`src/design/hash_partition_writer_defines.svh`:
```
// Assertion macros shared by the hash partition writer RTL.
`ifndef HASH_PARTITION_WRITER_DEFINES_SVH
`define HASH_PARTITION_WRITER_DEFINES_SVH

// Same-cycle implication, disabled while reset is asserted.
`define HPW_ASSERT_NOW(label, clk, rst_n, ante, cons, msg) \
    label: assert property (@(posedge clk) disable iff (!(rst_n)) (ante) |-> (cons)) \
        else $error(msg);

// Next-cycle implication, disabled while reset is asserted.
`define HPW_ASSERT_NEXT(label, clk, rst_n, ante, cons, msg) \
    label: assert property (@(posedge clk) disable iff (!(rst_n)) (ante) |=> (cons)) \
        else $error(msg);

`endif

```
`src/design/hpw_pkg.sv`:
```
// Package: sizes, types and helper functions of the hash partition writer.
package hpw_pkg;

    localparam int MAX_PARTITIONS = 256;
    localparam int MAX_SLOTS      = 65536;
    localparam int KEY_BITS       = 64;

    localparam int WORD_W  = 64;                           // key and payload words
    localparam int PART_W  = $clog2(MAX_PARTITIONS);       // partition index
    localparam int DIVR_W  = $clog2(MAX_PARTITIONS) + 1;   // partition count / remainder
    localparam int CNT_W   = $clog2(MAX_SLOTS) + 1;        // fill counter
    localparam int ADDR_W  = 24;                           // slot address
    localparam int PROD_W  = PART_W + CNT_W;               // partition * slots
    localparam int STEP_W  = $clog2(KEY_BITS + 1);         // bit-serial step count
    localparam int PADDR_W = 3;
    localparam int PDATA_W = 32;

    // Configuration register indexes
    localparam logic REG_PART_COUNT = 1'b0;
    localparam logic REG_SLOTS      = 1'b1;

    localparam logic [DIVR_W-1:0] PART_COUNT_RST = DIVR_W'(1);
    localparam logic [CNT_W-1:0]  SLOTS_RST      = CNT_W'(MAX_SLOTS);

    typedef enum logic [1:0] {
        ST_IDLE,
        ST_DIV,
        ST_LOOK,
        ST_PUT
    } t_state;

    typedef struct packed {
        logic busy;
        logic done;
    } t_div_stat;

    // Zero partitions count as one; clamp to the table depth.
    function automatic logic [DIVR_W-1:0] eff_parts(input logic [DIVR_W-1:0] v);
        logic [DIVR_W-1:0] r;
        r = v;
        if (v == '0) begin
            r = DIVR_W'(1);
        end else if (v > DIVR_W'(MAX_PARTITIONS)) begin
            r = DIVR_W'(MAX_PARTITIONS);
        end
        return r;
    endfunction

    // Clamp the capacity to the region size.
    function automatic logic [CNT_W-1:0] eff_slots(input logic [CNT_W-1:0] v);
        logic [CNT_W-1:0] r;
        r = v;
        if (v > CNT_W'(MAX_SLOTS)) begin
            r = CNT_W'(MAX_SLOTS);
        end
        return r;
    endfunction

endpackage

```
`src/design/hpw_mod_serial.sv`:
```
// Bit-serial remainder unit: key modulo partition count, one key bit per cycle.
module hpw_mod_serial (
    input  logic                       i_clk,
    input  logic                       i_rst_n,
    input  logic                       i_start,
    input  logic [hpw_pkg::WORD_W-1:0] i_key,
    input  logic [hpw_pkg::DIVR_W-1:0] i_divisor,
    output hpw_pkg::t_div_stat         o_stat,
    output logic [hpw_pkg::PART_W-1:0] o_rem
);
    import hpw_pkg::*;

    logic [KEY_BITS-1:0] r_shift;
    logic [DIVR_W-1:0]   r_rem;
    logic [STEP_W-1:0]   r_steps;
    logic                r_busy;
    logic                r_done;
    logic [DIVR_W-1:0]   trial;
    logic [DIVR_W-1:0]   n_rem;

    // Bring down the next key bit; subtract the divisor where it fits.
    always_comb begin
        trial = {r_rem[DIVR_W-2:0], r_shift[KEY_BITS-1]};
        n_rem = (trial >= i_divisor) ? (trial - i_divisor) : trial;
    end

    always_ff @(posedge i_clk) begin
        if (!i_rst_n) begin
            r_busy  <= 1'b0;
            r_done  <= 1'b0;
            r_steps <= '0;
        end else begin
            r_done <= 1'b0;
            if (i_start) begin
                r_busy  <= 1'b1;
                r_steps <= STEP_W'(KEY_BITS);
            end else if (r_busy) begin
                r_steps <= r_steps - STEP_W'(1);
                if (r_steps == STEP_W'(1)) begin
                    r_busy <= 1'b0;
                    r_done <= 1'b1;
                end
            end
        end
    end

    always_ff @(posedge i_clk) begin
        if (i_start) begin
            r_shift <= i_key[KEY_BITS-1:0];
            r_rem   <= '0;
        end else if (r_busy) begin
            r_shift <= {r_shift[KEY_BITS-2:0], 1'b0};
            r_rem   <= n_rem;
        end
    end

    assign o_stat.busy = r_busy;
    assign o_stat.done = r_done;
    assign o_rem       = r_rem[PART_W-1:0];

endmodule

```
`src/design/hpw_fill_table.sv`:
```
// Fill counter table: one counter per partition, registered read, valid bits.
module hpw_fill_table (
    input  logic                       i_clk,
    input  logic                       i_rst_n,
    input  logic                       i_rd_en,
    input  logic [hpw_pkg::PART_W-1:0] i_rd_idx,
    output logic [hpw_pkg::CNT_W-1:0]  o_rd_cnt,
    input  logic                       i_wr_en,
    input  logic [hpw_pkg::PART_W-1:0] i_wr_idx,
    input  logic [hpw_pkg::CNT_W-1:0]  i_wr_cnt
);
    import hpw_pkg::*;

    logic [CNT_W-1:0]          r_mem [MAX_PARTITIONS];
    logic [MAX_PARTITIONS-1:0] r_vld;
    logic [CNT_W-1:0]          r_rd_data;
    logic                      r_rd_vld;

    always_ff @(posedge i_clk) begin
        if (i_wr_en) begin
            r_mem[i_wr_idx] <= i_wr_cnt;
        end
        if (i_rd_en) begin
            r_rd_data <= r_mem[i_rd_idx];
        end
    end

    // Entries never written since reset read as zero.
    always_ff @(posedge i_clk) begin
        if (!i_rst_n) begin
            r_vld    <= '0;
            r_rd_vld <= 1'b0;
        end else begin
            if (i_wr_en) begin
                r_vld[i_wr_idx] <= 1'b1;
            end
            if (i_rd_en) begin
                r_rd_vld <= r_vld[i_rd_idx];
            end
        end
    end

    assign o_rd_cnt = r_rd_vld ? r_rd_data : '0;

endmodule

```
`src/design/hash_partition_writer.sv`:
```
// Hash partition writer: routes each key/payload word to a partition slot.
// Words are handled one at a time: a new word is taken only once the previous result has been
//   handed to the output register, after the bit-serial remainder (one key bit at a time), the
//   counter read, the address multiply and the hand-over; a stalled output delays the hand-over.
// Reset (synchronous, active low) clears all fill counters at once through valid bits and
//   sets the partition count to 1 and the slot capacity to 65536.
`include "hash_partition_writer_defines.svh"

module hash_partition_writer (
    input  logic                        i_clk,
    input  logic                        i_rst_n,
    // configuration port
    input  logic                        psel,
    input  logic                        penable,
    input  logic                        pwrite,
    input  logic [hpw_pkg::PADDR_W-1:0] paddr,
    input  logic [hpw_pkg::PDATA_W-1:0] pwdata,
    output logic [hpw_pkg::PDATA_W-1:0] prdata,
    output logic                        pready,
    // input words
    input  logic                        i_valid,
    output logic                        o_stall,
    input  logic [hpw_pkg::WORD_W-1:0]  i_key,
    input  logic [hpw_pkg::WORD_W-1:0]  i_payload,
    // result words
    output logic                        o_valid,
    input  logic                        i_stall,
    output logic [hpw_pkg::WORD_W-1:0]  o_key_out,
    output logic [hpw_pkg::WORD_W-1:0]  o_payload_out,
    output logic [hpw_pkg::PART_W-1:0]  o_partition_index,
    output logic [hpw_pkg::ADDR_W-1:0]  o_slot_address,
    output logic [hpw_pkg::CNT_W-1:0]   o_fill_after,
    output logic                        o_overflow
);
    import hpw_pkg::*;

    // Configuration registers
    logic [DIVR_W-1:0] r_part_cnt;
    logic [CNT_W-1:0]  r_slots;
    logic              cfg_wr;
    logic [DIVR_W-1:0] np;
    logic [CNT_W-1:0]  sl;

    // Control
    t_state    r_state;
    t_state    n_state;
    logic      in_acc;
    logic      div_start;
    logic      tbl_rd;
    logic      tbl_wr;
    logic      out_load;
    t_div_stat div_stat;

    // Word in flight
    logic [WORD_W-1:0] r_key;
    logic [WORD_W-1:0] r_payload;
    logic [PART_W-1:0] r_part;
    logic [CNT_W-1:0]  r_cnt;
    logic [PROD_W-1:0] r_prod;
    logic              r_ovf;
    logic [PART_W-1:0] rem;
    logic [CNT_W-1:0]  rd_cnt;
    logic [ADDR_W-1:0] addr;
    logic [CNT_W-1:0]  fill;

    // Output register
    logic              r_o_valid;
    logic [WORD_W-1:0] r_o_key;
    logic [WORD_W-1:0] r_o_payload;
    logic [PART_W-1:0] r_o_part;
    logic [ADDR_W-1:0] r_o_addr;
    logic [CNT_W-1:0]  r_o_fill;
    logic              r_o_ovf;

    // ---------------------------------------------------------------
    // Configuration port: always ready, decode on the word index only.
    // ---------------------------------------------------------------
    assign pready = 1'b1;
    assign cfg_wr = psel && penable && pwrite && pready;

    always_ff @(posedge i_clk) begin
        if (!i_rst_n) begin
            r_part_cnt <= PART_COUNT_RST;
            r_slots    <= SLOTS_RST;
        end else if (cfg_wr) begin
            unique case (paddr[2])
                REG_PART_COUNT: r_part_cnt <= pwdata[DIVR_W-1:0];
                REG_SLOTS:      r_slots    <= pwdata[CNT_W-1:0];
                default:        r_slots    <= r_slots;
            endcase
        end
    end

    always_comb begin
        unique case (paddr[2])
            REG_PART_COUNT: prdata = PDATA_W'(r_part_cnt);
            REG_SLOTS:      prdata = PDATA_W'(r_slots);
            default:        prdata = '0;
        endcase
    end

    // Clamp registers to usable values; the user must keep them stable with a word in flight (unchecked).
    assign np = eff_parts(r_part_cnt);
    assign sl = eff_slots(r_slots);

    // ---------------------------------------------------------------
    // Sequencer: take a word, run the serial remainder, look up the
    // partition counter, then hand the result to the output register.
    // ---------------------------------------------------------------
    assign o_stall = (r_state != ST_IDLE);
    assign in_acc  = i_valid && !o_stall;

    always_ff @(posedge i_clk) begin
        if (!i_rst_n) begin
            r_state <= ST_IDLE;
        end else begin
            r_state <= n_state;
        end
    end

    always_comb begin
        n_state   = r_state;
        div_start = 1'b0;
        tbl_rd    = 1'b0;
        tbl_wr    = 1'b0;
        out_load  = 1'b0;
        unique case (r_state)
            ST_IDLE: begin
                if (in_acc) begin
                    div_start = 1'b1;
                    n_state   = ST_DIV;
                end
            end
            ST_DIV: begin
                // remainder is final in the cycle done is shown
                if (div_stat.done) begin
                    tbl_rd  = 1'b1;
                    n_state = ST_LOOK;
                end
            end
            ST_LOOK: begin
                n_state = ST_PUT;
            end
            ST_PUT: begin
                // hold until the output register is free
                if (!r_o_valid || !i_stall) begin
                    out_load = 1'b1;
                    tbl_wr   = !r_ovf;
                    n_state  = ST_IDLE;
                end
            end
            default: n_state = ST_IDLE;
        endcase
    end

    hpw_mod_serial u_mod (
        .i_clk     (i_clk),
        .i_rst_n   (i_rst_n),
        .i_start   (div_start),
        .i_key     (i_key),
        .i_divisor (np),
        .o_stat    (div_stat),
        .o_rem     (rem)
    );

    hpw_fill_table u_table (
        .i_clk    (i_clk),
        .i_rst_n  (i_rst_n),
        .i_rd_en  (tbl_rd),
        .i_rd_idx (rem),
        .o_rd_cnt (rd_cnt),
        .i_wr_en  (tbl_wr),
        .i_wr_idx (r_part),
        .i_wr_cnt (fill)
    );

    // Capture the word, the partition, then counter, overflow and base address.
    always_ff @(posedge i_clk) begin
        if (in_acc) begin
            r_key     <= i_key;
            r_payload <= i_payload;
        end
        if (tbl_rd) begin
            r_part <= rem;
        end
        if (r_state == ST_LOOK) begin
            r_cnt  <= rd_cnt;
            r_ovf  <= (rd_cnt >= sl);
            r_prod <= PROD_W'(r_part) * PROD_W'(sl);
        end
    end

    // A full partition keeps its counter and reports address zero.
    assign addr = r_ovf ? '0 : (r_prod[ADDR_W-1:0] + ADDR_W'(r_cnt));
    assign fill = r_ovf ? r_cnt : (r_cnt + CNT_W'(1));

    // ---------------------------------------------------------------
    // Output register: load from the sequencer, drop when taken.
    // ---------------------------------------------------------------
    always_ff @(posedge i_clk) begin
        if (!i_rst_n) begin
            r_o_valid <= 1'b0;
        end else if (out_load) begin
            r_o_valid <= 1'b1;
        end else if (!i_stall) begin
            r_o_valid <= 1'b0;
        end
    end

    always_ff @(posedge i_clk) begin
        if (out_load) begin
            r_o_key     <= r_key;
            r_o_payload <= r_payload;
            r_o_part    <= r_part;
            r_o_addr    <= addr;
            r_o_fill    <= fill;
            r_o_ovf     <= r_ovf;
        end
    end

    assign o_valid           = r_o_valid;
    assign o_key_out         = r_o_key;
    assign o_payload_out     = r_o_payload;
    assign o_partition_index = r_o_part;
    assign o_slot_address    = r_o_addr;
    assign o_fill_after      = r_o_fill;
    assign o_overflow        = r_o_ovf;

    // ---------------------------------------------------------------
    // Assertions
    // ---------------------------------------------------------------
    `HPW_ASSERT_NEXT(a_accept_starts_div, i_clk, i_rst_n, in_acc,
        (r_state == ST_DIV) && div_stat.busy, "accepted word did not start the remainder")
    `HPW_ASSERT_NOW(a_no_write_on_full, i_clk, i_rst_n, tbl_wr,
        !r_ovf && (r_cnt < sl), "counter written for a full partition")
    `HPW_ASSERT_NOW(a_ovf_addr_zero, i_clk, i_rst_n, o_valid && o_overflow,
        o_slot_address == '0, "overflow result carries a non-zero address")
    `HPW_ASSERT_NOW(a_placed_fill_nonzero, i_clk, i_rst_n, o_valid && !o_overflow,
        o_fill_after != '0, "placed word reports an empty partition")
    `HPW_ASSERT_NOW(a_done_only_in_div, i_clk, i_rst_n, div_stat.done,
        r_state == ST_DIV, "remainder finished outside its phase")

endmodule

```
`config.mk`:
```
export PLATFORM = sky130hd
export DESIGN_NAME = hash_partition_writer
export DESIGN_NICKNAME = d
export VERILOG_FILES = /design/src/design/hpw_pkg.sv /design/src/design/hpw_mod_serial.sv /design/src/design/hpw_fill_table.sv /design/src/design/hash_partition_writer.sv
export VERILOG_INCLUDE_DIRS = /design/src /design/src/design
export SDC_FILE = /design/constraint.sdc
export NUM_CORES = 2
export LEC_CHECK = 0
export BUFFER_PORTS_ARGS = -buffer_cell sky130_fd_sc_hd__buf_2
export CAP_MARGIN = 5
export CORE_MARGIN = 5
export CORE_UTILIZATION = 30
export DETAILED_ROUTE_END_ITERATION = 8
export GPL_TIMING_DRIVEN = 1
export PLACE_DENSITY = 0.44
export SYNTH_ARGS = -nofsm -noshare
export SYNTH_HDL_FRONTEND = slang
export SYNTH_MEMORY_MAX_BITS = 65536
export SYNTH_SLANG_ARGS = --single-unit
```
`constraint.sdc`:
```
create_clock -name i_clk -period 18.89 [get_ports i_clk]
set_input_delay 1.889 -clock i_clk [delete_from_list [all_inputs] [get_ports i_clk]]
set_output_delay 1.889 -clock i_clk [all_outputs]
set_load 0.05 [all_outputs]
```
Word-level counts from Yosys, hierarchy flattened
Memory sizes are Yosys's and may differ from the RTL's. A register that Yosys moved wholly into a read port is not among the register bits.
Cells that the tools add are included.
{"block": "classes", "n_mul": 1, "bitwise": 4, "n_addsub": 4, "reduce_logical": 18, "n_mux": 35, "n_eq_ne": 8, "order_cmp": 7}
{"cell": "OR 256 bit", "n": 1}
{"cell": "two-way mux 64 bit", "n": 2}
{"cell": "case mux 32 bit (2 select lines)", "n": 1}
{"cell": "two-way mux 17 bit", "n": 3}
{"cell": "adder 24 x 17 -> 24 bit", "n": 1}
{"cell": "multiplier 8 x 17 -> 24 bit", "n": 1}
{"cell": "< comparator 8 x 9 -> 1 bit (second input constant)", "n": 2}
{"cell": "two-way mux 1 bit", "n": 18}
{"cell": "two-way mux 9 bit", "n": 2}
{"cell": "adder 17 x 1 -> 17 bit (second input constant)", "n": 1}
{"cell": ">= comparator 17 bit", "n": 1}
{"cell": "greater-than comparator 17 bit (second input constant)", "n": 1}
{"cell": "two-way mux 7 bit", "n": 2}
{"cell": ">= comparator 9 bit", "n": 1}
{"cell": "greater-than comparator 9 bit (second input constant)", "n": 1}
{"cell": "logical NOT 9 bit", "n": 1}
{"cell": "binary-select mux 1 bit (select 8 bit)", "n": 1}
{"cell": "demux 1 bit (select 8 bit)", "n": 1}
{"cell": ">= comparator 8 x 1 -> 1 bit (second input constant)", "n": 1}
{"cell": "two-way mux 8 bit", "n": 1}
{"cell": "case mux 2 bit (4 select lines)", "n": 1}
{"cell": "subtractor 8 bit", "n": 1}
{"cell": "== test 7 x 1 -> 1 bit (second input constant)", "n": 1}
{"cell": "subtractor 7 x 1 -> 7 bit (second input constant)", "n": 1}
{"cell": "other kinds (15)", "n": 30}
{"block": "word_totals", "output_inout_bits": 213, "elab_cells": 102, "n_memories": 1, "ramBits": 4352, "ff_bits": 723}
{"name": "u_table.r_mem", "depth": 256, "width": 17, "read_ports": 1, "rd_clocked_by_memory_dff": 1, "write_ports": 1, "line": "hpw_fill_table.sv:14", "source": "logic [CNT_W-1:0] r_mem [MAX_PARTITIONS];"}

Longest topological paths before layout
{"block": "depth", "depth_word": 6, "ltp_mapped": 21}

Modules after synthesis
A second synthesis with hierarchy kept.
{"block": "unflattened", "hier_cells": 9576, "hier_area_um2": 197709.6}
{"module": "hpw_fill_table", "cells_each": 7909, "seq_area_each_um2": 136340.8, "n_inst": 1, "area_per_inst_um2": 175111.7}
{"module": "hash_partition_writer", "cells_each": 1369, "seq_area_each_um2": 11270.8, "n_inst": 1, "area_per_inst_um2": 18631.6}
{"module": "hpw_mod_serial", "cells_each": 298, "seq_area_each_um2": 2262.2, "n_inst": 1, "area_per_inst_um2": 3966.3}

Worst setup path after synthesis
Ideal clock, no wire load.
{"block": "synth_path", "path_type": "reg-to-reg", "from": "register r_ovf", "to": "register r_o_fill[9] (netlist: o_fill_after[9]) (data pin)", "path_stages_with_launch": 7, "t_arrival_ps": 8538, "path_slack_ps": 8695, "period_less_slack_ps": 10195, "t_required_ps": 17233, "setup_time_ps": 1657, "cell_sequence": "edfxtp_1 -> nor2b_1 -> and3_1 -> and3_1 -> and2_1 -> nand4_1 -> xnor2_1"}
{"block": "synth_via", "elab_chain_cells": 1}
{"element": "start, declared", "line": "hash_partition_writer.sv:60", "source": "logic r_ovf;"}
{"element": "start signal, assigned", "line": "hash_partition_writer.sv:188", "source": "r_ovf <= (rd_cnt >= sl);"}
{"element": "two-way mux 17 bit", "line": "hash_partition_writer.sv:195", "source": "assign fill = r_ovf ? r_cnt : (r_cnt + CNT_W'(1));"}
{"element": "named net fill[9]", "line": "hash_partition_writer.sv:64", "source": "logic [CNT_W-1:0] fill;"}
{"element": "end signal, assigned", "line": "hash_partition_writer.sv:216", "source": "r_o_fill <= fill;"}
{"element": "end, declared", "line": "hash_partition_writer.sv:72", "source": "logic [CNT_W-1:0] r_o_fill;"}
The timed path passes the listed nets, and every way through them passes these cells.
A chain may end at the register's enable or synchronous reset.

==> flow_metrics.env <==
export IMPL_antenna_violating_nets_post_route=0
export IMPL_synth_enable_flop_cells=4789
export IMPL_final_setup_tns_ns=0
export IMPL_critical_path_top_cell_by_count="buf_4"
export IMPL_rows=298
export IMPL_ff2ff_path_depth=9
export IMPL_yosys_register_bits=5092
export IMPL_synth_seq_area_share_pct=75.8
export IMPL_post_cts_repair_setup_buffers=0
export IMPL_leakage_nw=71.2
export IMPL_max_slew_worst_pin_slew_ns=1.34
export IMPL_worst_hold_path_num_cells=0
export IMPL_yosysWarnings=0
export IMPL_dpl_hpwl_microns=341000
export IMPL_insertion_delay_ns=1.10
export IMPL_worst_slack_ns=11.69
export IMPL_final_net_count=9993
export IMPL_finClkSkew_ns=0.0914
export IMPL_crit_path_cell_trace="buf_4 > buf_4 > buf_4 > buf_4 > mux4_2 > mux4_2 > mux4_2 > a22oi_1 > nand2_1"
export IMPL_postCtsResizedCells=0
export IMPL_buffer_ports_inserted=349
export IMPL_data_required_critical_path_ns=19.63
export IMPL_holdCritStartpoint="r_payload[35]"
export IMPL_clock_sinks=5092
export IMPL_worst_hold_path_endpoint="o_payload_out[35]"
export IMPL_fp_dieArea_sq_mm=0.675
export IMPL_design_portCount=383
export IMPL_critPathLaunchType="register"
export IMPL_dpl_cell_count=17800
export IMPL_ir_worst_vdd_v=0.0000953
export IMPL_fmax_mhz=139
export IMPL_min_delay_path_class="reg -> reg"
export IMPL_outcome="complete, no violations"
export IMPL_cts_tree="done"
export IMPL_timing_final_crit_share_pct=38.1
export IMPL_synth_top_flop_cell="edfxtp_1"
export IMPL_synthesis_instances=8879
export IMPL_finalHoldViolations=0
export IMPL_post_synth_top_count_cell="edfxtp_1"
export IMPL_drt_total_wl_microns=562000
export IMPL_post_synth_top_area_fraction_pct=72.8
export IMPL_numCtsBuffers=571
export IMPL_worst_setup_path_type="reg -> reg"
export IMPL_worst_r2r_setup_slack_ns=11.69
export IMPL_power_total_mw=30.4
export IMPL_max_slew_margin_rel_pct=10.4
export IMPL_drive_above_1_share_pct=32.5
export IMPL_number_of_antenna_violations_at_the_first_check_in_global_routing=43
export IMPL_drtPass1Iterations=5
export IMPL_ys_top_cells_by_count="edfxtp_1 (4789), mux4_2 (1509), nor2_1 (541), dfxtp_1 (303), clkbuf_1 (290)"
export IMPL_endpoint_of_the_lowest_slack_register_to_register_path="u_table.r_rd_data[7]"
export IMPL_finalWorstPathRequiredPeriod_ns=7.20
export IMPL_postSynth_asyncResetShare_pct=0
export IMPL_drt_drc_violations_left=0
export IMPL_clk_path_buf_depth=4
export IMPL_placeableCoreArea_sq_mm=0.658
export IMPL_globalRouteTotalUtil_pct=16.3
export IMPL_setup_viol=0
export IMPL_fill_cells=60700
export IMPL_largest_incremental_delay_on_the_critical_path_ns=1.04
export IMPL_finalMaxSlewViolations=0
export IMPL_powerDensity_mw_per_mm2=132
export IMPL_vias_per_cell=4.95
export IMPL_detailedPlace_worstSlack_ns=11.51
export IMPL_area_growth_syn_to_layout_pct=16.5
export IMPL_synth_area_sq_mm=0.198
export IMPL_path_clk_slew_ns=0.06
export IMPL_initialDrtViolationCount=8031
export IMPL_cts_hold_buffers=0
export IMPL_floorplan_die_width_microns=822
export IMPL_crit_path_max_fanout=38
export IMPL_gr_ovfl_total=0
export IMPL_synth_area_per_cell_sq_um=22.3
export IMPL_master_cell_of_the_clock_root_buffer="clkbuf_16"
export IMPL_htree_levels=6
export IMPL_end_kind="register"
export IMPL_post_synth_num_cell_types=57
export IMPL_grt_first_pass_wirelength_microns=783000
export IMPL_starting_density_of_the_core_pct=30.0
export IMPL_crit_arrival_ns=7.94
export IMPL_first_global_vias=97900
export IMPL_final_cells=18800
export IMPL_grt_max_degree=169
export IMPL_route_vias_total=93200
export IMPL_place_gp_congestion=0.791
export IMPL_drv_cap=0
export IMPL_synthDominantAreaCellType="edfxtp_1"
export IMPL_rsz0062_at_grt="false"
export IMPL_rr_startpoint="u_mod.r_rem[0]"
export IMPL_post_drt_wl_per_cell_microns=29.9
export IMPL_critPathSlowestCell="a22oi_1"
export IMPL_fp_dieH_microns=822
export IMPL_top_cells_by_area_in_the_synthesized_netlist="edfxtp_1 (73%), mux4_2 (17%), dfxtp_1 (3.1%)"
## worst max-delay path, delay by kind of cell (launching register included)
| family | cells | cell delay (ns) |
|---|---|---|
| compound gates | 1 | 1.04 |
| buf+inv | 4 | 2.79 |
| flops | 1 | 0.79 |
| mux | 3 | 1.83 |
| simple gates | 1 | 0.18 |
## report_power, final
group | internal [mW] | switching (mW) | leakage, nW
Clock | 6.11 | 4.57 | 8.72
Sequential | 13.3 | 0.151 | 45.7
Combinational | 2.33 | 3.99 | 16.8
## layout by cell type (no fill, tap or decap), types with 11 or more instances in the layout
cell type     n
o21a_1      155
a21o_1       15
and3_1       80
xnor2_2      13
inv_1       138
buf_4       288
inv_6        16
nand4_1      11
clkinv_2     74
nor2_2      123
o21ai_0      34
clkinv_16    19
clkbuf_16   577
buf_2       348
a22oi_1      34
a21oi_1      68
nor3_1       19
inv_16       13
dfxtp_1     296
bufinv_16    28
clkbuf_8     14
xnor2_1      25
nor2b_1      29
and2_1       89
clkbuf_1    148
xor2_1       18
conb_1       16
edfxtp_1   4789
diode_2      58
nor2_1      304
nand2_1     135
ha_1         93
mux4_2     1509
nand3_1      25
fa_1         91
mux2_2       74
mux2i_1      14
nor2_4      114
clkinv_1    110
## per-stage QoR
stage,instance area (sq um),util (%),hold slack (ns)
after CTS,230000,35.0,0.356
after global placement,212000,32.3,0.400
after floorplan,198000,-,0.400
after detailed placement,212000,32.3,0.405
after global routing,230000,35.0,0.359
final,230000,35.0,0.359
## final cells by class
class                           instances  area [sq um]  area share, %
Antenna cell                           58           145         0.0630
Clock buffer                          739         15200           6.60
Clock inverter                        277          2790           1.21
Inverter                              142           551          0.239
Multi-Input combinational cell       3184         46700           20.3
Sequential cell                      5092        150000           65.1
Tap cell                             8700         10900           4.73
Timing Repair Buffer                  647          4120           1.79
## per-layer routing
layer  vias to the layer above  track usage, %  share of wire (%)
li1                      38500               -                  -
met1                     51300            21.9                 43
met2                      2666            27.1                 49
met3                       739            2.68                5.4
met4                         4            4.87                3.2
met5                         -               0             0.0050
## worst max path at each step
| stage | startpoint | end | slack [ns] |
|---|---|---|---|
| 2_1_floorplan | r_ovf | o_fill_after[9] | 8.69 |
| 3_3_place_gp | u_mod.r_rem[0] | u_table.r_rd_data[2] | 11.48 |
| 3_5_place_dp | u_mod.r_rem[0] | u_table.r_rd_data[2] | 11.51 |
| 4_1_cts | u_mod.r_rem[0] | u_table.r_rd_data[2] | 11.50 |
| 5_1_grt | u_mod.r_rem[0] | u_table.r_rd_data[2] | 11.04 |
| 6_report | u_mod.r_rem[0] | u_table.r_rd_data[7] | 11.69 |
## flip-flops by register name (all words and copies together) (netlist names), 2 cells and up
name               count
u_mod.r_rem            8
u_table.r_rd_data     17
r_key                 64
r_slots               17
o_key_out             64
r_payload             64
o_payload_out         64
r_prod                24
o_partition_index      8
u_table.r_mem       4352
r_part                 8
u_mod.r_steps          7
o_fill_after          17
r_cnt                 17
o_slot_address        24
u_mod.r_shift         64
u_table.r_vld        256
r_part_cnt             9
r_state                2
## cells by family (layout without fill, tap and decap cells)
family,count (synthesis),in the layout,synth area share [%]
xor gates and xnor gates,59,59,0.262
AOI/OAI and AO/OA,347,347,1.19
other,2,74,0.00380
muxes,1598,1598,17.7
adders and majority gates,185,185,1.52
and+or+nand+nor,979,979,2.21
buffers and inverters,617,1805,1.28
DFF,5092,5092,75.8
Power figures use the tool's default switching activity.
